--- src/bcc_pkg.sv ---
`timescale 1ns / 1ps
`default_nettype none
// ----------------------------------------------------------------------------
// bcc_pkg
// Shared constants and types of the button click classifier.
// ----------------------------------------------------------------------------
package bcc_pkg;

	localparam int BUTTONS   = 16;
	localparam int TIME_BITS = 32;
	localparam int FIELD_W   = 16;
	localparam int CFG_W     = 24;
	localparam int IN_TIME_W = 32;
	localparam int APB_AW    = 4;
	localparam int APB_DW    = 32;

	localparam logic [CFG_W-1:0] DEBOUNCE_RST = CFG_W'(30000);
	localparam logic [CFG_W-1:0] WINDOW_RST   = CFG_W'(400000);
	localparam logic [CFG_W-1:0] LONG_RST     = CFG_W'(1000000);

	typedef logic [TIME_BITS-1:0] tstamp_t;
	typedef logic [CFG_W-1:0]     cfg_val_t;

	typedef enum logic [1:0] {
		REG_DEBOUNCE = 2'd0,
		REG_WINDOW   = 2'd1,
		REG_LONG     = 2'd2
	} reg_idx_t;

	typedef struct packed {
		cfg_val_t debounce;
		cfg_val_t window;
		cfg_val_t long_time;
	} cfg_t;

	typedef struct packed {
		logic single_click;
		logic double_click;
		logic long_press;
		logic level;
	} lane_res_t;

	typedef struct packed {
		logic [FIELD_W-1:0] single_clicks;
		logic [FIELD_W-1:0] double_clicks;
		logic [FIELD_W-1:0] long_presses;
		logic [FIELD_W-1:0] stable_pressed;
	} result_t;

endpackage : bcc_pkg
`default_nettype wire

--- src/bcc_lane.sv ---
`timescale 1ns / 1ps
`default_nettype none
// ----------------------------------------------------------------------------
// bcc_lane
// One button: debounce, long-press timer, single/double click decision.
// ----------------------------------------------------------------------------
module bcc_lane
	import bcc_pkg::*;
(
	input  wire logic    clk,
	input  wire logic    arst_n,
	input  wire logic    fire,
	input  wire tstamp_t now,
	input  wire logic    raw,
	input  wire cfg_t    cfg,
	output lane_res_t    res
);

	logic    level_q, pending_q, long_done_q;
	tstamp_t last_chg_q, press_q, release_q;

	tstamp_t deb_x, win_x, lpt_x;
	tstamp_t chg_dt, rel_dt, press_dt;
	logic    chg, press_ev, rel_ev, dbl, lng, sgl;
	logic    level_n, ld_mid, pend_mid, pend_n, ld_n;

	assign deb_x = TIME_BITS'(cfg.debounce);
	assign win_x = TIME_BITS'(cfg.window);
	assign lpt_x = TIME_BITS'(cfg.long_time);

	assign chg_dt   = now - last_chg_q;
	assign rel_dt   = now - release_q;
	assign press_dt = now - press_q;

	always_comb begin
		chg      = (raw != level_q) && (chg_dt > deb_x);
		press_ev = chg && raw;
		rel_ev   = chg && !raw && !long_done_q;
		dbl      = rel_ev && pending_q && (rel_dt < win_x);
		level_n  = chg ? raw : level_q;
		ld_mid   = press_ev ? 1'b0 : long_done_q;
		pend_mid = rel_ev ? !dbl : pending_q;
		// a fresh press restarts the timer, so it cannot fire this beat
		lng      = level_n && !ld_mid && !press_ev && (press_dt > lpt_x);
		ld_n     = ld_mid || lng;
		// a fresh release stamps now, so it cannot expire this beat
		sgl      = !level_n && pend_mid && !lng && !rel_ev && (rel_dt > win_x);
		pend_n   = pend_mid && !lng && !sgl;

		res.single_click = sgl;
		res.double_click = dbl;
		res.long_press   = lng;
		res.level        = level_n;
	end

	always_ff @(posedge clk or negedge arst_n) begin
		if (!arst_n) begin
			level_q     <= 1'b0;
			pending_q   <= 1'b0;
			long_done_q <= 1'b0;
			last_chg_q  <= '0;
			press_q     <= '0;
			release_q   <= '0;
		end else if (fire) begin
			level_q     <= level_n;
			pending_q   <= pend_n;
			long_done_q <= ld_n;
			if (chg)
				last_chg_q <= now;
			if (press_ev)
				press_q <= now;
			if (rel_ev && !dbl)
				release_q <= now;
		end
	end

endmodule : bcc_lane
`default_nettype wire

--- config.mk ---
export PLATFORM = sky130hd
export DESIGN_NAME = bcc_lane
export DESIGN_NICKNAME = d
export VERILOG_FILES = /design/src/bcc_pkg.sv /design/src/bcc_lane.sv
export SDC_FILE = /design/constraint.sdc
export NUM_CORES = 1
export LEC_CHECK = 0
export ABC_AREA = 1
export BUFFER_PORTS_ARGS = -buffer_cell sky130_fd_sc_hd__clkbuf_2
export CORE_ASPECT_RATIO = 1.5
export CORE_MARGIN = 2
export CORE_UTILIZATION = 46
export CTS_CLUSTER_SIZE = 16
export DETAILED_ROUTE_END_ITERATION = 12
export PLACE_DENSITY = 0.63
export SYNTH_ARGS = -nofsm -noshare
export SYNTH_HDL_FRONTEND = slang
export SYNTH_SLANG_ARGS = --single-unit
--- constraint.sdc ---
create_clock -name clk -period 7.2 [get_ports clk]
set_input_delay 0.72 -clock clk [delete_from_list [all_inputs] [get_ports clk]]
set_output_delay 0.72 -clock clk [all_outputs]
set_load 0.005 [all_outputs]
Word level (Yosys, flattened, before mapping)
Index checks and enable logic that the tools add are counted.
W data, S select, Z words.

storage, ports and cells
  bits in registers = 99
  output and inout bits = 4
  word-level logic and storage cells = 46
  input port bits = 108

cells by class
  multiplexer cells = 3
  reduce and logical (&&, ||, !) cells = 29
  $add $sub $neg = 3
  equality and inequality tests = 1
  magnitude comparators = 4

operators by type and width
  operator             count
  $gt A32 B24 Y1       3
  $sub A32 B32 Y32     3
  $lt A32 B24 Y1       1
  $logic_and A1 B1 Y1  16
  $logic_not A1 Y1     9
  $reduce_and A2 Y1    3
  $mux W1              3
  $logic_or A1 B1 Y1   1
  $ne A1 B1 Y1         1

Depth between registers and ports, before layout
  word-level depth = 15
  depth in mapped cells = 29
  gate-level depth less buffers = 29

Worst setup path after synthesis
OpenSTA, ideal clock, no wires.

  kind = input to output
  start point = in now[0]
  end point = out res[3] in the netlist's numbering
  required time = 6480 ps
  stages = 24
  slack = 2827 ps
  arrival time = 3653 ps
  cell sequence = inv_1 -> ha_1 -> inv_1 -> fa_1 -> nand3_1 -> nand2_1 -> a21oi_1 -> inv_1 -> a21oi_1 -> o21ai_0 -> xor2_1 -> ha_1 -> nand3_1 -> nor3_1 -> nand4_1 -> nand2_1 -> nand2_1 -> nor2_1 -> nand3_1 -> nor2_1 -> nor2_1 -> nor2_1 -> and2_1 -> buf_4

between the ends
  cells in the longest elaborated chain, start to end = 13

ends and longest elaborated chain
  what                                 RTL line        text
  start, declared                      bcc_lane.sv:13  input wire tstamp_t now,
  $sub A32 B32 Y32                     bcc_lane.sv:31  assign chg_dt = now - last_chg_q;
  $gt A32 B24 Y1                       bcc_lane.sv:36  chg = (raw != level_q) && (chg_dt > deb_x);
  $logic_and A1 B1 Y1                  bcc_lane.sv:36
  $logic_and A1 B1 Y1                  bcc_lane.sv:37  press_ev = chg && raw;
  $mux W1                              bcc_lane.sv:41  ld_mid = press_ev ? 1'b0 : long_done_q;
  $logic_not A1 Y1                     bcc_lane.sv:44  lng = level_n && !ld_mid && !press_ev && (press_dt > lpt_x);
  $logic_and A1 B1 Y1 (2 in series)    bcc_lane.sv:44
  $logic_and A1 B1 Y1 *                bcc_lane.sv:44
  named net lng                        bcc_lane.sv:24  logic chg, press_ev, rel_ev, dbl, lng, sgl;
  $logic_not A1 Y1 *                   bcc_lane.sv:47  sgl = !level_n && pend_mid && !lng && !rel_ev && (rel_dt > win_x);
  $logic_and A1 B1 Y1 * (3 in series)  bcc_lane.sv:47
  end, declared                        bcc_lane.sv:16  output lane_res_t res

The timed path passes the listed nets; every way through them passes the cells marked *.

==> impl_metrics.ini <==
[routing]
route.detailed.wl_per_inst_um = 14.9
remaining_drc_errors = 0
routed_wire_length_mm = 35.6
vias_per_cell = 5.07
initialDrtViolationCount = 445
antenna_left = 0
routed-via-count = 12062
drt_pre_antenna_iters = 5

[clock_network]
worst_setup_hold_path_clk_slew_ns = 0.07
cts_repair_resizes = 0
clock_tree.buffer_depth = 2
hold_buffers = 0
cts_post_setup_buffers_inserted = 0
htree_num_levels = 3
clk_latency_ns = 0.37
tritoncts = built
cts_inserted_buffers = 9
clock-sinks = 99
cell_at_the_root_of_the_clock_tree = sky130_fd_sc_hd__clkbuf_16

[sta]
finalWorstPathRequiredPeriod_ns = 5.60
final_hold_viol_count = 0
fmax_mhz = 179
fin_hold_ws_ns = 0.336
setup_viol = 0
setup_repair_after_global_routing_missed_its_margin = no
final_min_period_over_clock_period_pct = 77.8
final.setup_skew_ns = 0.00909
slew-limit-headroom_pct = 29.4
final-max-slew-violation-count = 0
finalWorstSetupSlack_ns = 1.60
worst_pin_slew_ns = 1.06
totalNegativeSetupSlack_ns = 0

[yosys]
synth_top_cell_by_area = sky130_fd_sc_hd__dfrtp_1
postSynthRegisterBits = 99
synth_area_per_cell_um2 = 6.19
synth_ff_type = sky130_fd_sc_hd__dfrtp_1
post_synth_inst_count = 1941
async_flop_share_pct = 100
synth_largest_type_area_fraction_pct = 20.6
synth_enable_flop_cells = 0
yosysWarningCount = 0
netlist_area_um2 = 12000
synth.lib_cells_used.distinct = 40
yosys-top-cells-area = sky130_fd_sc_hd__dfrtp_1, sky130_fd_sc_hd__nand2_1, sky130_fd_sc_hd__ha_1
yosysSeqAreaShare_pct = 20.6
mappedNetlistNets = 2217

[floorplanning]
initial_utilization_pct = 46.6
fp.coreArea_um2 = 25800
fp-row-count = 72
fp.dieH_um = 202
die_w_um = 136
die_footprint_um2 = 27500
io-pin-count = 112

[final_layout]
fillerInstances = 2823
synthToLayoutAreaGrowth_pct = 9.64
utilization_pct = 51.1
insertedDiodeCount = 0
leading_cell_type_in_the_layout_fill_and_taps_excluded = sky130_fd_sc_hd__nand2_1
layout.cells.non_filler = 2380
area_taken_by_multi_input_logic_gates_um2 = 7930
design_area_um2 = 13200
register_area_um2 = 2480
nets = 2318
drive_gt1_share_pct = 7.13
final_cell_mix = sky130_fd_sc_hd__nand2_1, sky130_fd_sc_hd__inv_1, sky130_fd_sc_hd__ha_1, sky130_fd_sc_hd__nor2_1

[worst_setup_path]
critical_path_class = in -> out
crit-reg2reg-capture = press_q[5]
crit_fanout = 5
r2r_slack_ns = 2.54
crit_family = simple AND/OR/NAND/NOR gates
arrival_ns = 4.88
worst_setup_path_start_kind = input pin
critPathBufInv = 3
crit_path_top_delay_cell = sky130_fd_sc_hd__o21ai_0
crit_path_frequent_cell = sky130_fd_sc_hd__nor2_1
ff2ff_path_depth = 19
path_cells = clkbuf_2, ha_1, nand2_1, nor2_1, nand3_1, o21ai_0, inv_1, o21ai_0, a21oi_1, xnor2_1, ha_1, nand3_1, nor3_1, nand4_1, nand2_1, nand2_1, nor2_1, nand3_1, nor2_1, nor2_1, nor2_1, and2_1, clkbuf_2
worst_path_largest_cell_delay_ns = 0.59
r2r_start = last_chg_q[2]
endpoint_kind = output port
critical_path_required_ns = 6.48

[power]
sequentialPowerShare_pct = 19.0
switching_share_pct = 51.3
intPower_mw = 2.03
comb_power_share_pct = 69.2
peakVddDrop_mv = 0.196
power.share.clock_pct = 11.8
cellLeakagePower_nw = 7.60
cellPowerDensity_nw_per_um2 = 316
switching_power_mw = 2.13
totalPowerFinal_mw = 4.16

[placed_design]
port_buffers = 111
detailedPlacementHpwl_mm = 30.7
dpl.cell_count = 2364
detailedPlace.worstSlack_ns = 1.60
placed_cell_area_um2 = 12900
gp_routability_congestion = 0.923

[global_routing]
grt_pass1_wl_mm = 57.5
globalRoute.totalOverflow = 0
grt_start_max_net_pins = 66
antenna_found_initial = 0
via_count_of_the_first_global_routing_pass = 12156
groute.usage.overall_pct = 26.7

[run]
timing.max_cap.violations = 0

[worst_hold_path]
hold_class = in -> async

[status]
result_of_the_run = completed
cell type report:
cell class | instances | share of cell area [%]
clock buffer | 11 | 1.92
clock inverter | 5 | 0.342
inverter | 393 | 11.2
multi-input combinational | 1425 | 60.2
sequential | 99 | 18.8
tap | 333 | 3.16
timing repair buffer | 114 | 4.41
Yosys cell counts (5+ instances only):
library cell and number:
sky130_fd_sc_hd__nand2_1 599, sky130_fd_sc_hd__inv_1 392, sky130_fd_sc_hd__ha_1 165, sky130_fd_sc_hd__nor2_1 145, sky130_fd_sc_hd__a21oi_1 131, sky130_fd_sc_hd__o21ai_0 131, sky130_fd_sc_hd__dfrtp_1 99, sky130_fd_sc_hd__nand3_1 71
sky130_fd_sc_hd__xor2_1 51, sky130_fd_sc_hd__xnor2_1 19, sky130_fd_sc_hd__nor3_1 18, sky130_fd_sc_hd__nand4_1 16, sky130_fd_sc_hd__o21ai_1 11, sky130_fd_sc_hd__a31oi_1 10, sky130_fd_sc_hd__buf_2 9, sky130_fd_sc_hd__a21o_1 8
sky130_fd_sc_hd__buf_4 7, sky130_fd_sc_hd__o21bai_1 7, sky130_fd_sc_hd__nand3b_1 5, sky130_fd_sc_hd__nor2_2 5, sky130_fd_sc_hd__o21a_1 5
layer usage:
metal	GRT usage (%)	up-vias	wire [µm]
met2	49.3	231	17800
met4	15.1	0	2190
met5	0	-	0
met3	1.86	89	852
met1	29.8	5451	14700
li1	-	6291	-
worst reg2reg max path: cells and delay by family, from the launching register on:
kind	cells	cell delay (ns)
and+or+nand+nor	12	2.23
AOI/OAI and AO/OA	3	1.06
adders and majority gates	2	0.68
DFF	1	0.37
xor gates and xnor gates	1	0.13
buffers and inverters	1	0.07
worst max path at each step:
stage / start / end / slack (ns) / cells past startpoint
final: now[10] / res[3] / 1.60 / 23
after global routing: now[10] / res[3] / 1.27 / 23
after CTS: now[10] / res[3] / 1.56 / 23
after detailed placement: now[9] / res[3] / 1.60 / 23
after global placement: now[10] / res[3] / 1.65 / 23
after floorplan: now[0] / res[3] / 2.83 / 24
logic make-up after synthesis:
logic type / count (synthesis) / share of synthesized area, %
adders and majority gates: 168 / 17.7
AOI/OAI and AO/OA: 311 / 13.7
buffers and inverters: 417 / 13.5
xor gates and xnor gates: 70 / 5.10
and+or+nand+nor: 876 / 29.4
DFF: 99 / 20.6
state kept, by name (all words and copies together), names as in the netlist:
| name | cells |
|---|---|
| pending_q | 1 |
| press_q | 32 |
| long_done_q | 1 |
| level_q | 1 |
| last_chg_q | 32 |
| release_q | 32 |
power by group through the flow:
stage | registers (mW) | logic, mW | clock network, mW
final | 0.790 | 2.88 | 0.490
after global routing | 0.810 | 3.31 | 0.524
after CTS | 0.790 | 2.88 | 0.503
after detailed placement | 0.797 | 2.87 | 0
after global placement | 0.797 | 2.82 | 0
after floorplan | 0.780 | 2.15 | 0
No activity file was read; power rests on OpenSTA's default activity.
