[src/bcc_pkg.sv]
`timescale 1ns / 1ps
`default_nettype none
// ----------------------------------------------------------------------------
// bcc_pkg
// Shared constants and types of the button click classifier.
// ----------------------------------------------------------------------------
package bcc_pkg;

	localparam int BUTTONS   = 16;
	localparam int TIME_BITS = 32;
	localparam int FIELD_W   = 16;
	localparam int CFG_W     = 24;
	localparam int IN_TIME_W = 32;
	localparam int APB_AW    = 4;
	localparam int APB_DW    = 32;

	localparam logic [CFG_W-1:0] DEBOUNCE_RST = CFG_W'(30000);
	localparam logic [CFG_W-1:0] WINDOW_RST   = CFG_W'(400000);
	localparam logic [CFG_W-1:0] LONG_RST     = CFG_W'(1000000);

	typedef logic [TIME_BITS-1:0] tstamp_t;
	typedef logic [CFG_W-1:0]     cfg_val_t;

	typedef enum logic [1:0] {
		REG_DEBOUNCE = 2'd0,
		REG_WINDOW   = 2'd1,
		REG_LONG     = 2'd2
	} reg_idx_t;

	typedef struct packed {
		cfg_val_t debounce;
		cfg_val_t window;
		cfg_val_t long_time;
	} cfg_t;

	typedef struct packed {
		logic single_click;
		logic double_click;
		logic long_press;
		logic level;
	} lane_res_t;

	typedef struct packed {
		logic [FIELD_W-1:0] single_clicks;
		logic [FIELD_W-1:0] double_clicks;
		logic [FIELD_W-1:0] long_presses;
		logic [FIELD_W-1:0] stable_pressed;
	} result_t;

endpackage : bcc_pkg
`default_nettype wire

[src/bcc_merge.sv]
`timescale 1ns / 1ps
`default_nettype none
// ----------------------------------------------------------------------------
// bcc_merge
// Gathers lane flags into one result beat; output register plus skid entry.
// ----------------------------------------------------------------------------
module bcc_merge
	import bcc_pkg::*;
(
	input  wire logic      clk,
	input  wire logic      arst_n,
	input  wire logic      in_valid,
	output logic           in_ready,
	input  wire lane_res_t lanes [FIELD_W],
	output logic           out_valid,
	input  wire logic      out_ready,
	output result_t        out_data
);

	result_t merged, out_q, skid_q;
	logic    out_valid_q, skid_valid_q;
	logic    fire, load_out;

	always_comb begin
		for (int i = 0; i < FIELD_W; i++) begin
			merged.single_clicks[i]  = lanes[i].single_click;
			merged.double_clicks[i]  = lanes[i].double_click;
			merged.long_presses[i]   = lanes[i].long_press;
			merged.stable_pressed[i] = lanes[i].level;
		end
	end

	assign in_ready  = !skid_valid_q;
	assign fire      = in_valid && in_ready;
	assign load_out  = !out_valid_q || out_ready;
	assign out_valid = out_valid_q;
	assign out_data  = out_q;

	always_ff @(posedge clk or negedge arst_n) begin
		if (!arst_n) begin
			out_valid_q  <= 1'b0;
			skid_valid_q <= 1'b0;
		end else if (load_out) begin
			out_valid_q  <= skid_valid_q || fire;
			skid_valid_q <= 1'b0;
		end else if (fire) begin
			skid_valid_q <= 1'b1;
		end
	end

	always_ff @(posedge clk) begin
		if (load_out) begin
			out_q <= skid_valid_q ? skid_q : merged;
		end else if (fire) begin
			skid_q <= merged;
		end
	end

endmodule : bcc_merge
`default_nettype wire

[config.mk]
export PLATFORM = sky130hd
export DESIGN_NAME = bcc_merge
export DESIGN_NICKNAME = d
export VERILOG_FILES = /design/src/bcc_pkg.sv /design/src/bcc_merge.sv
export SDC_FILE = /design/constraint.sdc
export NUM_CORES = 1
export LEC_CHECK = 0
export ABC_AREA = 1
export BUFFER_PORTS_ARGS = -buffer_cell sky130_fd_sc_hd__buf_2
export CORE_MARGIN = 4
export CORE_UTILIZATION = 45
export DETAILED_ROUTE_END_ITERATION = 7
export PLACE_DENSITY = 0.71
export SLEW_MARGIN = 5
export SYNTH_ARGS = -nofsm -noshare
export SYNTH_HDL_FRONTEND = slang
export SYNTH_SLANG_ARGS = --single-unit
[constraint.sdc]
create_clock -name clk -period 12.88 [get_ports clk]
set_input_delay 1.288 -clock clk [delete_from_list [all_inputs] [get_ports clk]]
set_output_delay 1.288 -clock clk [all_outputs]
set_load 0.005 [all_outputs]
* After elaboration in Yosys (flattened, before gate mapping)
Index checks and enable logic that the tools add are counted.
** Word-level totals
- RAM bits :: 0
- Bits in registers :: 130
- Output and inout port bits :: 66
- Latch bits :: 0
- Logic and storage cells :: 21
- Memories :: 0
- Bits of input ports :: 68
- Memory bits (read-only) :: 0
** Cells by class
- Shift-type cells :: 0
- Reductions and logical operators :: 7
- Bitwise logic cells :: 1
- Muxes and demuxes :: 3
- Order comparisons :: 0
- Multipliers :: 0
- Equal/unequal tests :: 0
- Add/subtract/negate cells :: 0
- Div/mod/pow operators :: 0
** Operators with widths (count)
- 2-to-1 mux 64 bit :: 1
- zero test 1 bit :: 2
- logical OR 1 bit :: 2
- 2-to-1 mux 1 bit :: 2
- AND reduction 2 bit :: 1
- nonzero test 2 bit :: 1
- logical AND 1 bit :: 1
- inverter 1 bit :: 1

* Depth between registers and ports, before layout
Gate-level depths: netlist of run 1.
- Depth in word-level cells :: 4
- Mapped depth :: 5
- Gate-level depth less buffers :: 3

* Worst setup path after synthesis of run 1
OpenSTA, ideal clock, no wires.
- Kind :: input -> register
- Start point :: input out_ready
- End point :: register skid_q[0] (netlist name) (enable)
- Setup time :: 487 ps
- Cell stages on the path :: 3
- Setup slack :: 6745 ps
- Buffers on the path :: 0
- Data arrival time :: 5647 ps
- Required time :: 12393 ps
- Cells stage by stage :: inv_1 > nand2_1 > nor2_1
** Between the ends
- Cells in the longest elaborated chain, start to end :: 3
** Ends and longest elaborated chain
- start, declared :: RTL line bcc_merge.sv:16 : input wire logic out_ready,
- logical OR 1 bit :: RTL line bcc_merge.sv:35 : assign load_out = !out_valid_q || out_ready;
- named net load_out :: RTL line bcc_merge.sv:22 : logic fire, load_out;
- inverter 1 bit (no line)
- AND reduction 2 bit (no line)
- end signal, assigned :: RTL line bcc_merge.sv:55 : skid_q <= merged;
- end, declared :: RTL line bcc_merge.sv:20 : result_t merged, out_q, skid_q;
The timed path passes the listed nets, and every way through them passes these cells.
A chain may end at the register's enable or synchronous reset.

* Final worst setup path of run 1
- Start point :: register skid_valid_q
- End point :: output in_ready
** Between the ends
- Cells in the longest elaborated chain, start to end :: 1
** Ends and longest elaborated chain
- start, declared :: RTL line bcc_merge.sv:21 : logic out_valid_q, skid_valid_q;
- start signal, assigned :: RTL line bcc_merge.sv:42 : skid_valid_q <= 1'b0;
- start signal, assigned :: RTL line bcc_merge.sv:45 : skid_valid_q <= 1'b0;
- start signal, assigned :: RTL line bcc_merge.sv:47 : skid_valid_q <= 1'b1;
- zero test 1 bit :: RTL line bcc_merge.sv:33 : assign in_ready = !skid_valid_q;
- end, declared :: RTL line bcc_merge.sv:13 : output logic in_ready,
No other way between the ends.

==> impl_metrics.csv, run 1 <==
group,metric,value,unit
timing,maxSlewHeadroom,25.30,%
global_route,grt_max_degree,68,
clock_network,cts_tree,"done",
placed_design,dpl_cell_area,0.005512,sq mm
worst_setup_path,critPathLaunch,"skid_valid_q$_DFFE_PN0P_",
global_route,grt_pass1_vias,2931,
synthesis,syn_inst,344,
clock_network,cts_buffers,17,
status,outcome,"completed",
routing,wl,8.911,mm
routing,drc_errors,0,
timing,min_period,3858,ps
synthesis,ys_types,9,
worst_setup_path,crit_fanout,66,
job,max-cap-violations,0,
worst_setup_path,criticalPathCategory,"reg2out",
synthesis,synth_seq_cells,130,
global_route,antenna_found_initial,0,
clock_network,htreeDepth,4,
routing,route.detailed.wl_per_inst,14.08,um
timing,drv_slew,0,
synthesis,ys_warn_count,0,
floorplan,io_pins,134,
routing,drt_iter0_markers,94,
worst_setup_path,worstPathArrival,2570,ps
timing,fmax,259.2,MHz
cells_and_area,syn_to_final_growth,30.06,%
min_path,worstHoldStart,"skid_q[39]$_DFFE_PP_",
worst_setup_path,worstSetupEndpointType,"primary output",
pwr,switching_share,19.83,%
synthesis,synth_fp_nets,412,
timing,hold_viol,0,
routing,ant_nets,0,
floorplan,dieArea,0.01228,sq mm
pwr,p_seq_share,45.7,%
timing,rsz0062_at_grt,"no",
worst_setup_path,cp.required,11590,ps
cells_and_area,nFillCells,801,
timing,fin_crit_sh,29.95,%
clock_network,clock_path_buffers,2,
synthesis,syn_area,0.004757,sq mm
pwr,clock_power_share,47.8,%
timing,fin_tns_setup,0,ps
pwr,p_comb_share,6.5,%
clock_network,cts_setup_buffers,0,
cells_and_area,layout.nets,552,
clock_network,ctsResizeCount,0,
routing,first_pass_iters,5,
pwr,power_density,182.6,mW/mm^2
routing,vias,2915,
worst_setup_path,rr_startpoint,"skid_valid_q$_DFFE_PN0P_",
cells_and_area,drive_gt1_share,34.00,%
global_route,overflow,0,
cells_and_area,fin_area,0.006187,sq mm
pwr,vdd_drop_max,0.07926,mV
floorplan,die_w,110.8,um
clock_network,clock-root-buffer,"clkbuf_8",
pwr,internal-power,906.0,uW
clock_network,clkTransAtPathRegs,60,ps
clock_network,ctsHoldBuffers,0,
min_path,hold_class,"reg2reg",
clock_network,clk_latency,510,ps
timing,skew,7.224,ps
timing,tightestPinTransition,1120,ps
timing,setup_viol,0,
pwr,p_switching,224.1,uW
floorplan,coreArea,0.01032,sq mm
worst_setup_path,start_kind,"flip-flop",
placed_design,io_buffer_count,133,
floorplan,rows,37,
clock_network,cts.sink_count,130,
global_route,gr-usage-all-layers,15.18,%
routing,drt-vias-per-instance,4.605,
global_route,grt_pass1_wl,14.37,mm
placed_design,routabilityCongestion,0.7394,
pwr,cellLeakagePower,0.002702,uW
floorplan,die_h,110.8,um
cells_and_area,diodes,0,
floorplan,start_util,46.08,%
synthesis,seq_area_frac_synth,81.85,%
placed_design,hpwl,5.844,mm
synthesis,avgSynthCellArea,13.83,sq um
[layer usage]
layer	global-route usage, %	part of all wire [%]
met2	24.43	48
met4	6.158	1.6
met5	0	0
met1	18.39	42
met3	5.895	7.8
[cell families (layout without fill, tap and decap cells)]
family,count (synthesis),in the layout,synth area share (%)
buf+inv,16,169,2.525
flops,130,130,81.85
simple gates,198,198,15.62
[synthesized netlist by cell type]
library cell / instances / area share, %
buf_2: 3 / 0.32
buf_4: 7 / 1.1
buf_6: 4 / 0.95
dfrtp_1: 2 / 1.1
edfxtp_1: 128 / 81
inv_1: 1 / 0.079
inv_2: 1 / 0.079
nand2_1: 195 / 15
nor2_1: 3 / 0.24
[power by group through the flow]
stage	registers [uW]	logic, uW	clock network, uW
CTS	517	75.3	552
global route	520	83.6	572
finish	517	73.4	540
global placement	525	72.6	0
floorplan	525	35.0	0
detailed placement	525	75.1	0
[metrics by stage]
| step | instances | worst slack, ps | utilization, % | total power (uW) | hold WS (ps) |
|---|---|---|---|---|---|
| 2_1_floorplan | 344 | 6745 | - | 559.5 | 490.5 |
| 3_3_place_gp | 601 | 9215 | 53.39 | 597.1 | 498.1 |
| 3_5_place_dp | 601 | 9111 | 53.39 | 600.2 | 502.0 |
| 4_1_cts | 633 | 8951 | 59.93 | 1144 | 515.6 |
| 5_1_grt | 633 | 8779 | 59.93 | 1175 | 520.4 |
| 6_report | 633 | 9022 | 59.93 | 1130 | 512.3 |
[final timing paths]
path	endpoint	slack, ps	cells after the start
max	in_ready	9020	3
min	out_data[39]$_DFFE_PP_	510	2
max reg2reg	skid_q[38]$_DFFE_PP_	9970	4
min reg2reg	out_data[39]$_DFFE_PP_	510	2
max in group asynchronous	skid_valid_q$_DFFE_PN0P_	12210	1
min in group asynchronous	skid_valid_q$_DFFE_PN0P_	560	1
[critical path: stages, from the launching register on]
cell and delay [ps]:
dfrtp_2 1100, inv_2 360, buf_4 400, buf_2 190
[final cells by class]
type,instances,area (sq um),area share (%)
Clock buffer,17,414.1,6.694
Inverter,2,7.507,0.1213
Sequential cell,130,3895,62.95
Timing Repair Buffer,135,680.7,11.00
Clock inverter,15,261.5,4.226
Multi-Input combinational cell,198,758.2,12.25
Tap cell,136,170.2,2.750
[flip-flops by register name, indices dropped and copies added, names as in the netlist]
signal,cells
skid_q,64
out_data,64
out_valid,1
skid_valid_q,1
[placed cells by master (no fill, tap or decap)]
| cell | Yosys | layout |
|---|---|---|
| nand2_1 | 195 | 194 |
| buf_2 | 3 | 133 |
| edfxtp_1 | 128 | 128 |
| clkbuf_16 | 0 | 16 |
| bufinv_16 | 0 | 7 |
| nor2_1 | 3 | 2 |
| clkinv_4 | 0 | 2 |
| clkinv_2 | 0 | 2 |
| clkinv_1 | 0 | 2 |
| buf_4 | 7 | 2 |
| inv_2 | 1 | 1 |
| inv_1 | 1 | 1 |
| nand2_4 | 0 | 1 |
| nor2_4 | 0 | 1 |
| clkbuf_8 | 0 | 1 |
| inv_6 | 0 | 1 |
| clkinvlp_4 | 0 | 1 |
| dfrtp_1 | 2 | 1 |
| dfrtp_2 | 0 | 1 |
Power figures use the tool's default switching activity.
==> inputs of run 2 (changes only) <==
Settings changed: ABC_AREA 1 to 0, PLACE_DENSITY 0.71 to 0.73.
Clock period 12.88 ns to 3.19 ns, I/O delays scaled along.
==> run 2 against run 1 <==
Via count down 11%. Clock skew down 1.3 ps. Global-route usage down 0.50 points. Largest power group is now sequential cells. Sequential share of layout area down 4.6 points.
==> impl_metrics.csv, run 2 <==
group,metric,value,unit
worst_setup_path,crit_fanout,45,
synthesis,synth_area_leaders,"edfxtp_1 80%, mux2_2 8.7%, mux2_4 6.3%",
timing,min_period,1964,ps
floorplan,coreArea,0.01032,sq mm
cells_and_area,layout.nets,474,
min_path,hold_class,"in2reg",
global_route,gr-usage-all-layers,14.68,%
synthesis,syn_area,0.004778,sq mm
timing,skew,5.932,ps
worst_setup_path,cpLargestDelayFamily,"flip-flops",
clock_network,clk_latency,490,ps
worst_setup_path,rrSetupSlack,1230,ps
cells_and_area,syn_to_final_growth,39.85,%
routing,vias,2583,
clock_network,cts.sink_count,130,
pwr,p_total,4262,uW
floorplan,die_w,111.0,um
synthesis,syn_inst,207,
floorplan,die_h,111.0,um
timing,maxSlewHeadroom,43.34,%
worst_setup_path,r2r-end,"out_data[7]$_DFFE_PP_",
synthesis,synth_top_area_share,80.44,%
placed_design,hpwl,5.561,mm
pwr,power_density,637.7,mW/mm^2
placed_design,io_buffer_count,133,
floorplan,io_pins,134,
pwr,cellLeakagePower,0.002607,uW
routing,route.detailed.wl_per_inst,16.05,um
cells_and_area,diodes,0,
global_route,overflow,0,
synthesis,synth_fp_nets,275,
floorplan,start_util,46.29,%
worst_setup_path,r2r.worst_path.cells,2,
routing,first_pass_iters,4,
cells_and_area,nFillCells,725,
timing,rsz0062_at_grt,"no",
worst_setup_path,critical-path-max-stage-delay,640,ps
cells_and_area,final_common_cell,"buf_2",
cells_and_area,drive_gt1_share,54.18,%
synthesis,synth_top_area_cell,"edfxtp_1",
floorplan,rows,37,
routing,drc_errors,0,
cells_and_area,final_util,64.73,%
min_path,whs_path_depth,1,
clock_network,cts_tree,"done",
timing,tightestPinTransition,849.9,ps
worst_setup_path,crit_slowest_cell,"dfrtp_4",
clock_network,clock_path_buffers,2,
clock_network,htreeDepth,4,
placed_design,dpl_cell_area,0.005599,sq mm
floorplan,dieArea,0.01233,sq mm
synthesis,async_flop_share,1.538,%
routing,drt_iter0_markers,101,
placed_design,routabilityCongestion,0.6989,
synthesis,ys_types,12,
routing,wl,8.908,mm
global_route,grt_max_degree,67,
synthesis,synth-edff-count,128,
worst_setup_path,worstPathArrival,2200,ps
worst_setup_path,rr_startpoint,"skid_valid_q$_DFFE_PN0P_",
global_route,antenna_found_initial,0,
clock_network,cts_buffers,17,
synthesis,synth_top_cells_by_count,"128 x edfxtp_1, 37 x mux2_2, 20 x mux2_4",
synthesis,seq_area_frac_synth,81.49,%
cells_and_area,final_cell_mix,"133 x buf_2, 128 x edfxtp_1, 51 x dlygate4sd3_1",
timing,hold_viol,0,
synthesis,synth_flop_cell,"edfxtp_1",
worst_setup_path,criticalPathCategory,"reg2reg",
clock_network,clock-root-buffer,"clkbuf_8",
timing,fin_tns_setup,0,ps
timing,fin_crit_sh,61.57,%
timing,setup_viol,0,
clock_network,cts_setup_buffers,0,
routing,ant_nets,0,
timing,fmax,509.2,MHz
synthesis,synth_seq_cells,130,
placed_design,dpl_worst_slack,1220,ps
clock_network,clkTransAtPathRegs,60,ps
job,max-cap-violations,0,
status,outcome,"completed",
routing,drt-vias-per-instance,4.654,
pwr,vdd_drop_max,0.3968,mV
worst_setup_path,critPathBufInv,1,
global_route,grt_pass1_wl,14.21,mm
synthesis,ys_warn_count,0,
cells_and_area,fin_area,0.006683,sq mm
synthesis,avgSynthCellArea,23.08,sq um
timing,drv_slew,0,
worst_setup_path,start_kind,"flip-flop",
min_path,worstHoldStart,"lanes[34]",
worst_setup_path,worstSetupEndpointType,"flip-flop",
global_route,grt_pass1_vias,2782,
min_path,hold_path_end,"skid_q[39]$_DFFE_PP_",
worst_setup_path,crit_chain,"buf_4 -> mux2_2",
worst_setup_path,cp.required,3420,ps
synthesis,synth_most_common_cell,"edfxtp_1",
timing,setup_ws,1226,ps
==> run 2: cell families (layout without fill, tap and decap cells) <==
family	Yosys count	count (layout)	share of synthesized area, %
buf+inv	8	220	1.335
mux	64	64	16.65
flops	130	130	81.49
simple gates	5	5	0.5238
==> run 2: how the worst max path moves through the flow <==
| stage | end | depth (start not counted) | from |
|---|---|---|---|
| floorplan | skid_q[0]$_DFFE_PP_ | 2 | out_valid$_DFFE_PN0P_ |
| global placement | out_data[12]$_DFFE_PP_ | 2 | skid_valid_q$_DFFE_PN0P_ |
| detailed placement | out_data[28]$_DFFE_PP_ | 2 | skid_valid_q$_DFFE_PN0P_ |
| CTS | out_data[27]$_DFFE_PP_ | 2 | skid_valid_q$_DFFE_PN0P_ |
| global route | skid_q[61]$_DFFE_PP_ | 2 | skid_valid_q$_DFFE_PN0P_ |
| finish | out_data[7]$_DFFE_PP_ | 2 | skid_valid_q$_DFFE_PN0P_ |
==> run 2: timing repair <==
item,in CTS,in global routing
hold buffers,49,2
hold endpoints to repair,50,2
gates resized for setup,0,0
==> run 2: final cells by class <==
| cell class | instances | area (sq um) | share of cell area (%) |
|---|---|---|---|
| clock buffer | 18 | 417.9 | 6.254 |
| clock inverter | 14 | 155.1 | 2.322 |
| inverter | 1 | 3.754 | 0.05617 |
| multi-input combinational | 69 | 839.6 | 12.56 |
| sequential | 130 | 3897 | 58.32 |
| tap | 136 | 170.2 | 2.546 |
| timing repair buffer | 187 | 1199 | 17.94 |
==> run 2: worst reg2reg max path: cells and delay by family, from the launching register on <==
family / cells / cell delay, ps
multiplexers: 1 / 450
flip-flops: 1 / 640
buffers and inverters: 1 / 620
==> run 2: where the power goes <==
group	internal, uW	switching [uW]	total (uW)
Sequential	2030	41.3	2070
Clock	1120	714	1840
Combinational	205	153	358
Total	3350	908	4260
==> run 2: metrics by stage <==
stage / std cells / hold WS [ps]
after floorplan: 207 / 23.41
after global placement: 472 / 111.0
after detailed placement: 472 / 112.3
after CTS: 553 / 0.4122
after global routing: 555 / 1.501
final: 555 / 29.57
==> run 2: metal layers <==
| metal | routed length [um] | GRT usage, % | part of all wire (%) |
|---|---|---|---|
| met1 | 3838 | 18.42 | 43 |
| met2 | 4429 | 23.95 | 50 |
| met3 | 559 | 5.731 | 6.3 |
| met4 | 81 | 3.974 | 0.91 |
| met5 | 0 | 0 | 0 |
