<file path="src/bcc_pkg.sv">
`timescale 1ns / 1ps
`default_nettype none
// ----------------------------------------------------------------------------
// bcc_pkg
// Shared constants and types of the button click classifier.
// ----------------------------------------------------------------------------
package bcc_pkg;

	localparam int BUTTONS   = 16;
	localparam int TIME_BITS = 32;
	localparam int FIELD_W   = 16;
	localparam int CFG_W     = 24;
	localparam int IN_TIME_W = 32;
	localparam int APB_AW    = 4;
	localparam int APB_DW    = 32;

	localparam logic [CFG_W-1:0] DEBOUNCE_RST = CFG_W'(30000);
	localparam logic [CFG_W-1:0] WINDOW_RST   = CFG_W'(400000);
	localparam logic [CFG_W-1:0] LONG_RST     = CFG_W'(1000000);

	typedef logic [TIME_BITS-1:0] tstamp_t;
	typedef logic [CFG_W-1:0]     cfg_val_t;

	typedef enum logic [1:0] {
		REG_DEBOUNCE = 2'd0,
		REG_WINDOW   = 2'd1,
		REG_LONG     = 2'd2
	} reg_idx_t;

	typedef struct packed {
		cfg_val_t debounce;
		cfg_val_t window;
		cfg_val_t long_time;
	} cfg_t;

	typedef struct packed {
		logic single_click;
		logic double_click;
		logic long_press;
		logic level;
	} lane_res_t;

	typedef struct packed {
		logic [FIELD_W-1:0] single_clicks;
		logic [FIELD_W-1:0] double_clicks;
		logic [FIELD_W-1:0] long_presses;
		logic [FIELD_W-1:0] stable_pressed;
	} result_t;

endpackage : bcc_pkg
`default_nettype wire

</file>
<file path="src/bcc_cfg.sv">
`timescale 1ns / 1ps
`default_nettype none
// ----------------------------------------------------------------------------
// bcc_cfg
// APB register file: debounce time, double-click window, long-press time.
// ----------------------------------------------------------------------------
module bcc_cfg
	import bcc_pkg::*;
(
	input  wire logic              clk,
	input  wire logic              arst_n,
	input  wire logic              psel,
	input  wire logic              penable,
	input  wire logic              pwrite,
	input  wire logic [APB_AW-1:0] paddr,
	input  wire logic [APB_DW-1:0] pwdata,
	output logic      [APB_DW-1:0] prdata,
	output logic                   pready,
	output cfg_t                   cfg
);

	cfg_t     cfg_q;
	reg_idx_t idx;
	logic     wr_en;

	assign idx    = reg_idx_t'(paddr[3:2]);
	assign wr_en  = psel && penable && pwrite;
	assign pready = 1'b1;
	assign cfg    = cfg_q;

	always_ff @(posedge clk or negedge arst_n) begin
		if (!arst_n) begin
			cfg_q.debounce  <= DEBOUNCE_RST;
			cfg_q.window    <= WINDOW_RST;
			cfg_q.long_time <= LONG_RST;
		end else if (wr_en) begin
			unique case (idx)
				REG_DEBOUNCE: cfg_q.debounce  <= pwdata[CFG_W-1:0];
				REG_WINDOW:   cfg_q.window    <= pwdata[CFG_W-1:0];
				REG_LONG:     cfg_q.long_time <= pwdata[CFG_W-1:0];
				default: ;
			endcase
		end
	end

	always_comb begin
		unique case (idx)
			REG_DEBOUNCE: prdata = APB_DW'(cfg_q.debounce);
			REG_WINDOW:   prdata = APB_DW'(cfg_q.window);
			REG_LONG:     prdata = APB_DW'(cfg_q.long_time);
			default:      prdata = '0;
		endcase
	end

endmodule : bcc_cfg
`default_nettype wire

</file>
<file path="config.mk">
export PLATFORM = sky130hd
export DESIGN_NAME = bcc_cfg
export DESIGN_NICKNAME = d
export VERILOG_FILES = /design/src/bcc_pkg.sv /design/src/bcc_cfg.sv
export SDC_FILE = /design/constraint.sdc
export NUM_CORES = 1
export LEC_CHECK = 0
export BUFFER_PORTS_ARGS = -buffer_cell sky130_fd_sc_hd__buf_4
export CORE_ASPECT_RATIO = 2
export CORE_UTILIZATION = 28
export DETAILED_ROUTE_END_ITERATION = 7
export SLEW_MARGIN = 20
export SYNTH_ARGS = -nofsm -noshare
export SYNTH_HDL_FRONTEND = slang
export SYNTH_SLANG_ARGS = --single-unit
</file>
<file path="constraint.sdc">
create_clock -name clk -period 0.95 [get_ports clk]
set_input_delay 0 -clock clk [delete_from_list [all_inputs] [get_ports clk]]
set_output_delay 0 -clock clk [all_outputs]
set_load 0.01 [all_outputs]
</file>
; ---- After elaboration in Yosys (flattened, before gate mapping)
; Index checks and enable logic that the tools add are counted.
[totals]
latch_bits = 0
ramBits = 0
inputBits = 41
reg_bits = 72
mem_bits_ro = 0
mem_count = 0
word_cells = 12
out_inout_bits = 105
[classes]
multipliers = 0
n_eq_ne = 2
n_mux = 1
n_shift = 0
bitwise_logic = 0
n_reduce_logical = 6
n_addsub = 0
div = 0
n_lt_le_gt_ge = 0
[ops]
columns = operator, n
row1 = $pmux W24 S3, 1
row2 = $reduce_and A2 Y1, 3
row3 = $eq A2 B1 Y1 const B, 1
row4 = $eq A2 B2 Y1 const B, 1
row5 = $logic_and A1 B1 Y1, 2
row6 = $logic_not A2 Y1, 1

; ---- Longest topological paths before layout
; Gate-level depths: netlist (run 1).
[logic_depth]
depth_word = 3
ltp_mapped = 6
mapped_depth_nobuf = 3

; ---- Least setup slack after synthesis (run 1)
; No wires, ideal clock.
[synth_timing]
kind = input port to flip-flop
start = input paddr[2]
end = register cfg_q, in the netlist cfg[27]
setup_time_ns = 0.125
arrival_ns = 1.082
path_stages = 5
required_time_ns = 0.825
setup_slack_ns = -0.258
n_path_buf = 3
cell_sequence = buf_4 or3b_1 buf_6 buf_8 mux2_4
[synth_between]
elab_chain_cells = 2
[synth_lines]
columns = element, line_no
row1 = "start, declared", bcc_cfg.sv:15  ; input wire logic [APB_AW-1:0] paddr,
row2 = $eq A2 B1 Y1, bcc_cfg.sv:37  ; unique case (idx)
row3 = $reduce_and A2 Y1 (no source line), n/a
row4 = "end, declared", bcc_cfg.sv:22  ; cfg_t cfg_q;
; No other way between the ends.
; A chain may end at the register's enable or synchronous reset.

; ---- Worst setup path after layout (run 1)
[layout_timing]
start = register cfg_q, in the netlist cfg[62]
end = output prdata[14]
[layout_between]
elab_chain_cells = 1
[layout_lines]
columns = element, line_no
row1 = $pmux W24 S3, bcc_cfg.sv:47  ; unique case (idx)
row2 = "end, declared", bcc_cfg.sv:17  ; output logic [APB_DW-1:0] prdata,
; No other way between the ends.

==> results.json, run 1 <==
{
  "synthesis.area_um2": 3390,
  "setup_ws_ns": -0.277,
  "grt_overflow": 0,
  "cts_buffer_depth": 2,
  "clock.fmax_mhz": 815,
  "fin_setup_tns_ns": -6.29,
  "drcViolationCount": 0,
  "pin_count": 146,
  "drive_gt1_share_pct": 66.4,
  "fillerInstances": 1039,
  "wirelength_mm": 9.78,
  "utilization_pct": 49.7,
  "yosys_register_bits": 72,
  "largest_reg_flops": 72,
  "crit_slowest_cell": "dfstp_2",
  "cp-start-kind": "flip-flop",
  "finalSetupViolCount": 54,
  "first_iter_violations": 69,
  "power_uw": 13100,
  "synth_cell_type_count": 18,
  "cap_violations": 0,
  "numClockSinks": 72,
  "path_cells": "mux2i_1 > o21ai_1 > buf_4",
  "seq_area_frac_synth_pct": 53.9,
  "cts_tree": "done",
  "hold_viol": 0,
  "syn_inst": 248,
  "rsz0062_at_grt": "yes",
  "drtPass1Iterations": 4,
  "fin_crit_sh_pct": 129,
  "drv_slew": 0,
  "drtAntennaViolNets": 0,
  "hold_class": "input port to asynchronous set/reset pin",
  "place.gp.congestion": 0.760,
  "vias": 2719,
  "power.density_nw_per_um2": 2240,
  "diodes": 0,
  "r2r_cells": 3,
  "dpl.hpwl_mm": 6.32,
  "p_leak_uw": 0.00283,
  "die_w_um": 79.8,
  "start_util_pct": 28.8,
  "clock_skew_ns": 0,
  "antenna_found_initial": 0,
  "clk_latency_ns": 0.32,
  "dieArea_um2": 12600,
  "syn_area_per_cell_um2": 13.7,
  "synthToLayoutAreaGrowth_pct": 72.6,
  "wire_per_inst_um": 16.1,
  "cp-startpoint": "cfg[62]",
  "io_buffer_count": 126,
  "violations": "negative setup slack",
  "yosys_warnings": 0,
  "endpoint_kind": "primary output",
  "nNetsFinal": 497,
  "finalCriticalPeriod_ns": 1.23,
  "cp.required_ns": 0.95,
  "track_usage_pct": 15.4,
  "clk_pin_slew_ns": 0.06,
  "grt_max_degree": 68,
  "cp_max_fo": 2,
  "vias_per_cell": 4.49,
  "row_count": 56,
  "crit_arrival_ns": 1.23,
  "cts_buffers": 9,
  "core_area_um2": 11800,
  "critPathKind": "flip-flop to primary output",
  "grt_pass1_wl_mm": 14.7,
  "ir_drop_v": 0.00133,
  "cts-root-buf": "clkbuf_16",
  "die_h_um": 158,
  "r2r_start": "cfg[31]",
  "cts-htree-levels": 3,
  "max_stage_delay_ns": 0.54,
  "grt_pass1_vias": 2891,
  "hold_ws_ns": 0.0254,
  "outcome": "finished, violations left"
}
==> synthesized netlist by cell type, drive strengths merged <==
cell	n	area [um2]
nor3	1	10.0
or3b	1	8.76
nor2b	1	6.26
dfrtp	52	1300
mux2i	24	240
nand2	24	90.1
nor3b	1	12.5
nand3	1	5.00
mux2	72	886
dfstp	20	526
clkbuf	5	18.8
o21ai	24	120
conb	2	7.51
buf	20	156
==> placed cells by master, fill, tap and decap left out <==
| cell type | n |
|---|---|
| or3b_4 | 1 |
| clkbuf_16 | 10 |
| nor3b_4 | 1 |
| dfrtp_1 | 52 |
| conb_1 | 9 |
| mux2_2 | 52 |
| nand2_2 | 1 |
| o21ai_2 | 2 |
| dlygate4sd3_1 | 25 |
| buf_6 | 78 |
| nand2_1 | 23 |
| buf_4 | 106 |
| mux2i_1 | 24 |
| clkinvlp_4 | 2 |
| bufinv_16 | 2 |
| nor3_4 | 1 |
| o21ai_1 | 22 |
| dfstp_2 | 20 |
| nor2b_4 | 1 |
| clkbuf_8 | 3 |
| buf_12 | 5 |
| nand3_2 | 1 |
| mux2_4 | 20 |
==> stage by stage <==
step	instances	instance area, um2	setup WS, ns
floorplan	255	3440	-0.229
finish	606	5850	-0.277
global placement	522	4610	-0.326
CTS	597	5670	-0.282
detailed placement	522	4610	-0.340
global route	606	5850	-0.329
==> timing repair <==
item / 4_1_cts / 5_1_grt
endpoints found under the setup margin: 44 / 81
endpoints found under the hold margin: 124 / 0
hold buffers: 25 / 0
gates resized for setup: 82 / 40
cloned: 0 / 1
pin swaps: 1 / 5
buffers inserted: 34 / 23
==> cell families after synthesis <==
family / count (synthesis) / share of synthesized area [%]
other cells: 2 / 0.222
simple gates: 29 / 3.91
mux: 96 / 33.2
compound gates: 24 / 3.55
buf+inv: 25 / 5.17
flops: 72 / 53.9
==> worst paths after layout <==
kind	slack, ns	end
worst max-delay path	-0.28	prdata[14]
worst min-delay path	0.03	cfg[71]
worst max register to register	0.03	cfg[31]
worst min register to register	0.53	cfg[69]
max in group asynchronous	0.33	cfg[42]
min in group clk	0.24	cfg[19]
==> per-layer routing <==
| layer | global-route usage (%) | routed length, um |
|---|---|---|
| met4 | 5.61 | 117 |
| met3 | 2.65 | 346 |
| met1 | 15.7 | 3560 |
| met5 | 0 | 0 |
| met2 | 30.2 | 5750 |
==> power breakdown <==
part           total (uW)  switching (uW)  internal [uW]  leakage, uW
logic                4820            1720           3100      0.00182
registers            4560             617           3940     0.000847
clock network        3740            1230           2510     0.000161
==> worst max-delay path: cells and delay by family (launching register included) <==
family / cells / cell delay, ns
compound gates: 1 / 0.16
buf+inv: 1 / 0.14
flops: 1 / 0.54
mux: 1 / 0.07
==> cell type report <==
cell class	instances	area (um2)	area share, %
clock buffers	12	267	4.56
clock inverters	4	75.1	1.28
multi-input cells	158	1450	24.8
flip-flops and latches	72	1830	31.2
well taps	145	181	3.10
repair buffers	215	2050	35.0
(Power assumes the default switching activity.)
==> run 2, diff against run 1 <==
==> constraint.sdc (replaced) <==
create_clock -name clk -period 1 [get_ports clk]
set_input_delay 0 -clock clk [delete_from_list [all_inputs] [get_ports clk]]
set_output_delay 0 -clock clk [all_outputs]
set_load 0.01 [all_outputs]
==> run 2 against run 1 <==
The flow still finishes with violations (negative setup slack). Register-to-register slack gained 0.04 ns. Via count shrank 0.48%. Total power shrank 7.1%. Sequential power shrank 5.3%. Critical endpoint unchanged. First-iteration DRC count grew 4.3%. Count of clock-buffer cells in the layout grew 1.
==> results.json, run 2 (synthesis results as in run 1) <==
{
  "outcome": "finished, violations left",
  "violations": "negative setup slack",
  "drcViolationCount": 0,
  "die_w_um": 79.8,
  "power.density_nw_per_um2": 2110,
  "endpoint_kind": "primary output",
  "setup_ws_ns": -0.231,
  "dpl_worst_slack_ns": -0.299,
  "drtPass1Iterations": 4,
  "synthToLayoutAreaGrowth_pct": 70.6,
  "cp_max_fo": 2,
  "ir_drop_v": 0.00102,
  "grt_pass1_vias": 2929,
  "finalCriticalPeriod_ns": 1.23,
  "die_h_um": 158,
  "wl_met3_um": 448,
  "track_usage_pct": 16.6,
  "dieArea_um2": 12600,
  "dpl.hpwl_mm": 6.27,
  "grt_max_degree": 73,
  "met1Wirelength_mm": 3.48,
  "layout_common_cells": "115 x buf_4, 66 x buf_6, 52 x mux2_2, 52 x dfrtp_1, 25 x dlygate4sd3_1",
  "wirelength_mm": 9.87,
  "vias_per_cell": 4.48,
  "rrSetupSlack_ns": 0.07,
  "pin_count": 146,
  "final_common_cell": "buf_4",
  "antenna_found_initial": 0,
  "cp-start-kind": "flip-flop",
  "dr.max_layer_used": "met4",
  "p_leak_uw": 0.00280,
  "core_area_um2": 11800,
  "clk_latency_ns": 0.33,
  "rsz0062_at_grt": "yes",
  "clock_skew_ns": 0,
  "hold_class": "input port to asynchronous set/reset pin",
  "first_iter_violations": 72,
  "fin_crit_sh_pct": 123,
  "clk_pin_slew_ns": 0.05,
  "largest_reg_flops": 72,
  "clock.fmax_mhz": 812,
  "place_area_um2": 4590,
  "cts_tree": "done",
  "cp.required_ns": 1.00,
  "cts-root-buf": "clkbuf_16",
  "hold_viol": 0,
  "finalSetupViolCount": 39,
  "drive_gt1_share_pct": 65.1,
  "critPathKind": "flip-flop to primary output",
  "diodes": 0,
  "final_area_um2": 5780,
  "start_util_pct": 28.8,
  "place.gp.congestion": 0.781,
  "io_buffer_count": 126,
  "cts_buffers": 9,
  "cts_buffer_depth": 2,
  "crit_arrival_ns": 1.23,
  "vias": 2706,
  "cap_violations": 0,
  "grt_overflow": 0,
  "drv_slew": 0,
  "numClockSinks": 72,
  "row_count": 56,
  "wire_per_inst_um": 16.3,
  "grt_pass1_wl_mm": 15.4,
  "drtAntennaViolNets": 0,
  "dr_wl_met2_mm": 5.67,
  "utilization_pct": 49.1,
  "cts-htree-levels": 3,
  "nNetsFinal": 495
}
-- run 2: cell count changes in the layout (fill, tap and decap cells not counted), moves of 2 or more --
cell and change:
buf_6 -12, clkbuf_8 -2, clkbuf_1 +3, clkinvlp_4 -2, buf_4 +9
-- run 2: critical path, cell delays in order, from the launching register on --
cell and delay [ns]:
dfstp_2 0.54, mux2i_1 0.07, o21ai_1 0.15, buf_4 0.14
-- run 2: power breakdown --
part / internal [uW] / leakage, uW / switching [uW]
Combinational: 2850 / 0.00180 / 1610
Clock: 2250 / 0.000154 / 1150
Sequential: 3740 / 0.000847 / 577
Total: 8840 / 0.00280 / 3340
-- run 2: routing by layer --
metal | track usage (%) | vias up
met5 | 0 | -
met3 | 4.09 | 17
met4 | 7.23 | 0
met2 | 31.4 | 98
met1 | 16.7 | 1324
li1 | - | 1267
-- run 2: final cells by class --
class,instances,area [um2]
timing repair buffer,213,2020
multi-input combinational,158,1440
fill,1069,5990
clock inverter,3,65.1
tap,145,181
sequential,72,1830
clock buffer,13,250
-- run 2: worst paths after layout --
| kind | end | startpoint | cells past startpoint |
|---|---|---|---|
| worst max register to register | cfg[53] | cfg[53] | 3 |
| worst min-delay path | cfg[46] | arst_n | 3 |
| max in group asynchronous | cfg[33] | arst_n | 3 |
| worst min register to register | cfg[69] | cfg[69] | 1 |
| min in group clk | cfg[6] | paddr[2] | 4 |
| worst max-delay path | prdata[14] | cfg[62] | 3 |
-- run 2: through the flow --
stage	hold WS (ns)	setup TNS, ns	std cells	power, uW
after detailed placement	0.0470	-18.85	520	7620
after global placement	0.0400	-18.06	520	7540
after floorplan	-0.296	-8.36	255	5760
after CTS	0.242	-4.68	594	12000
final	0.216	-4.53	604	12200
after global routing	0.240	-6.86	604	12800
-- run 2: repair_timing --
item	in CTS	in global routing
gates resized for setup	65	36
buffers inserted	32	18
hold endpoints to repair	125	0
hold buffers	25	0
pin swaps	2	7
cloned	2	0
endpoints found under the setup margin	38	58
==> run 3, diff against run 2 <==
--- a/config.mk
+++ b/config.mk
@@ -13,3 +13,4 @@
 export SYNTH_ARGS = -nofsm -noshare
 export SYNTH_HDL_FRONTEND = slang
 export SYNTH_SLANG_ARGS = --single-unit
+export TNS_END_PERCENT = 1
==> constraint.sdc (replaced) <==
create_clock -name clk -period 1.5 [get_ports clk]
set_input_delay 0 -clock clk [delete_from_list [all_inputs] [get_ports clk]]
set_output_delay 0 -clock clk [all_outputs]
set_load 0.01 [all_outputs]
==> run 3 against run 2 <==
The flow now finishes without violations. Die area unchanged. Sequential share of layout area up 4.2 points. Global-route usage decreased by 1.1 points. Setup slack gained 0.45 ns. Non-clock buffer count decreased by 49. Via count fell by 6.6%. Count of clock-buffer cells in the layout decreased by 3. Cell count is 8.1% lower. Total power shrank 40%. Clock power down 34%. Critical path depth did not move. First-iteration DRC count shrank 2.8%. Highest routed layer unchanged.
==> results.json, run 3 (synthesis results as in run 1) <==
{
  "outcome": "finished clean",
  "drv_slew": 0,
  "clk_latency_ns": 0.32,
  "start_util_pct": 28.8,
  "cp-start-kind": "flip-flop",
  "cts_buffers": 9,
  "vias": 2528,
  "fin_crit_sh_pct": 85.6,
  "grt_pass1_wl_mm": 14.4,
  "core_area_um2": 11800,
  "wirelength_mm": 9.09,
  "cts_resized": 0,
  "first_iter_violations": 70,
  "pin_count": 146,
  "track_usage_pct": 15.5,
  "clock_skew_ns": 0,
  "die_w_um": 79.8,
  "clk_pin_slew_ns": 0.05,
  "clkPwrFrac_pct": 30.8,
  "row_count": 56,
  "hold_buffers": 25,
  "diodes": 0,
  "hold_viol": 0,
  "p_leak_uw": 0.00246,
  "numClockSinks": 72,
  "met1Wirelength_mm": 3.38,
  "slew_headroom_pct": 66.1,
  "utilization_pct": 43.4,
  "ir_drop_v": 0.000614,
  "io_buffer_count": 126,
  "fin_setup_tns_ns": 0,
  "cts_tree": "done",
  "crit_family": "flip-flops",
  "cts-root-buf": "clkbuf_16",
  "crit_slowest_cell": "dfstp_2",
  "wire_per_inst_um": 16.4,
  "drive_gt1_share_pct": 61.0,
  "postCtsSetupBuffers": 0,
  "cp_max_fo": 3,
  "vias_per_cell": 4.55,
  "max_stage_delay_ns": 0.54,
  "layout_common_cells": "134 x buf_4, 52 x mux2_2, 52 x dfrtp_1",
  "crit_arrival_ns": 1.28,
  "rsz0062_at_grt": "no",
  "drtAntennaViolNets": 0,
  "antenna_found_initial": 0,
  "seqPwrFrac_pct": 39.5,
  "critPathKind": "flip-flop to primary output",
  "synthToLayoutAreaGrowth_pct": 50.7,
  "dieArea_um2": 12600,
  "cts-htree-levels": 3,
  "p_comb_share_pct": 29.8,
  "cp.required_ns": 1.50,
  "grt_pass1_vias": 2662,
  "p_sw_share_pct": 28.0,
  "finalCriticalPeriod_ns": 1.28,
  "drcViolationCount": 0,
  "path_cells": "mux2i_1 > o21ai_0 > buf_4",
  "place.gp.congestion": 0.713,
  "final_common_cell": "buf_4",
  "finalSetupViolCount": 0,
  "power.switching_uw": 2040,
  "drtPass1Iterations": 4,
  "dr.max_layer_used": "met4",
  "hold_class": "input port to asynchronous set/reset pin",
  "dr_wl_met2_mm": 5.14,
  "grt_max_degree": 39,
  "wl_met3_um": 359,
  "worst_pin_slew_ns": 0.508,
  "clock.fmax_mhz": 779,
  "path_buf_inv": 1,
  "die_h_um": 158,
  "power.density_nw_per_um2": 1430,
  "endpoint_kind": "primary output",
  "nNetsFinal": 446,
  "p_int_uw": 5250,
  "grt_overflow": 0,
  "cts_buffer_depth": 2,
  "largest_reg_flops": 72,
  "cap_violations": 0,
  "dpl.hpwl_mm": 6.49
}
==> run 3: metal layers <==
metal | up-vias | global-route usage, %
met1 | 1247 | 16.5
met4 | 0 | 7.57
met2 | 96 | 28.6
met5 | - | 0
met3 | 16 | 2.94
li1 | 1169 | -
==> run 3: final cells by class <==
| class | instances | area [um2] |
|---|---|---|
| timing repair buffer | 164 | 1360 |
| sequential | 72 | 1830 |
| clock buffer | 10 | 229 |
| clock inverter | 6 | 85.1 |
| tap | 145 | 181 |
| fill | 1123 | 6670 |
| multi-input combinational | 158 | 1430 |
==> run 3: power by group through the flow <==
stage	combinational [uW]	clock [uW]	sequential, uW
final	2170	2240	2880
after global routing	2360	2380	2950
after CTS	2200	2320	2880
after detailed placement	2150	0	2910
after global placement	2120	0	2890
after floorplan	789	0	3040
==> run 3: path summary, 6_finish.rpt <==
kind                               start         end  slack [ns]  depth (start not counted)
worst max-delay path             cfg[36]  prdata[12]        0.22                          3
worst min-delay path              arst_n      cfg[2]        0.19                          2
worst max register to register   cfg[70]     cfg[70]        0.70                          1
worst min register to register   cfg[10]     cfg[10]        0.53                          1
max in group asynchronous         arst_n     cfg[19]        0.66                          3
min in group clk                paddr[2]     cfg[67]        0.29                          4
==> run 3: stage by stage <==
step / power (uW) / hold slack (ns) / worst slack, ns / instances / instance area [um2]
4_1_cts: 7410 / 0.202 / 0.196 / 555 / 5110
6_report: 7290 / 0.186 / 0.216 / 555 / 5110
3_5_place_dp: 5060 / 0.00137 / 0.128 / 514 / 4540
5_1_grt: 7690 / 0.216 / 0.123 / 555 / 5110
3_3_place_gp: 5010 / -0.00253 / 0.146 / 514 / 4540
2_1_floorplan: 3830 / -0.296 / 0.292 / 255 / 3410
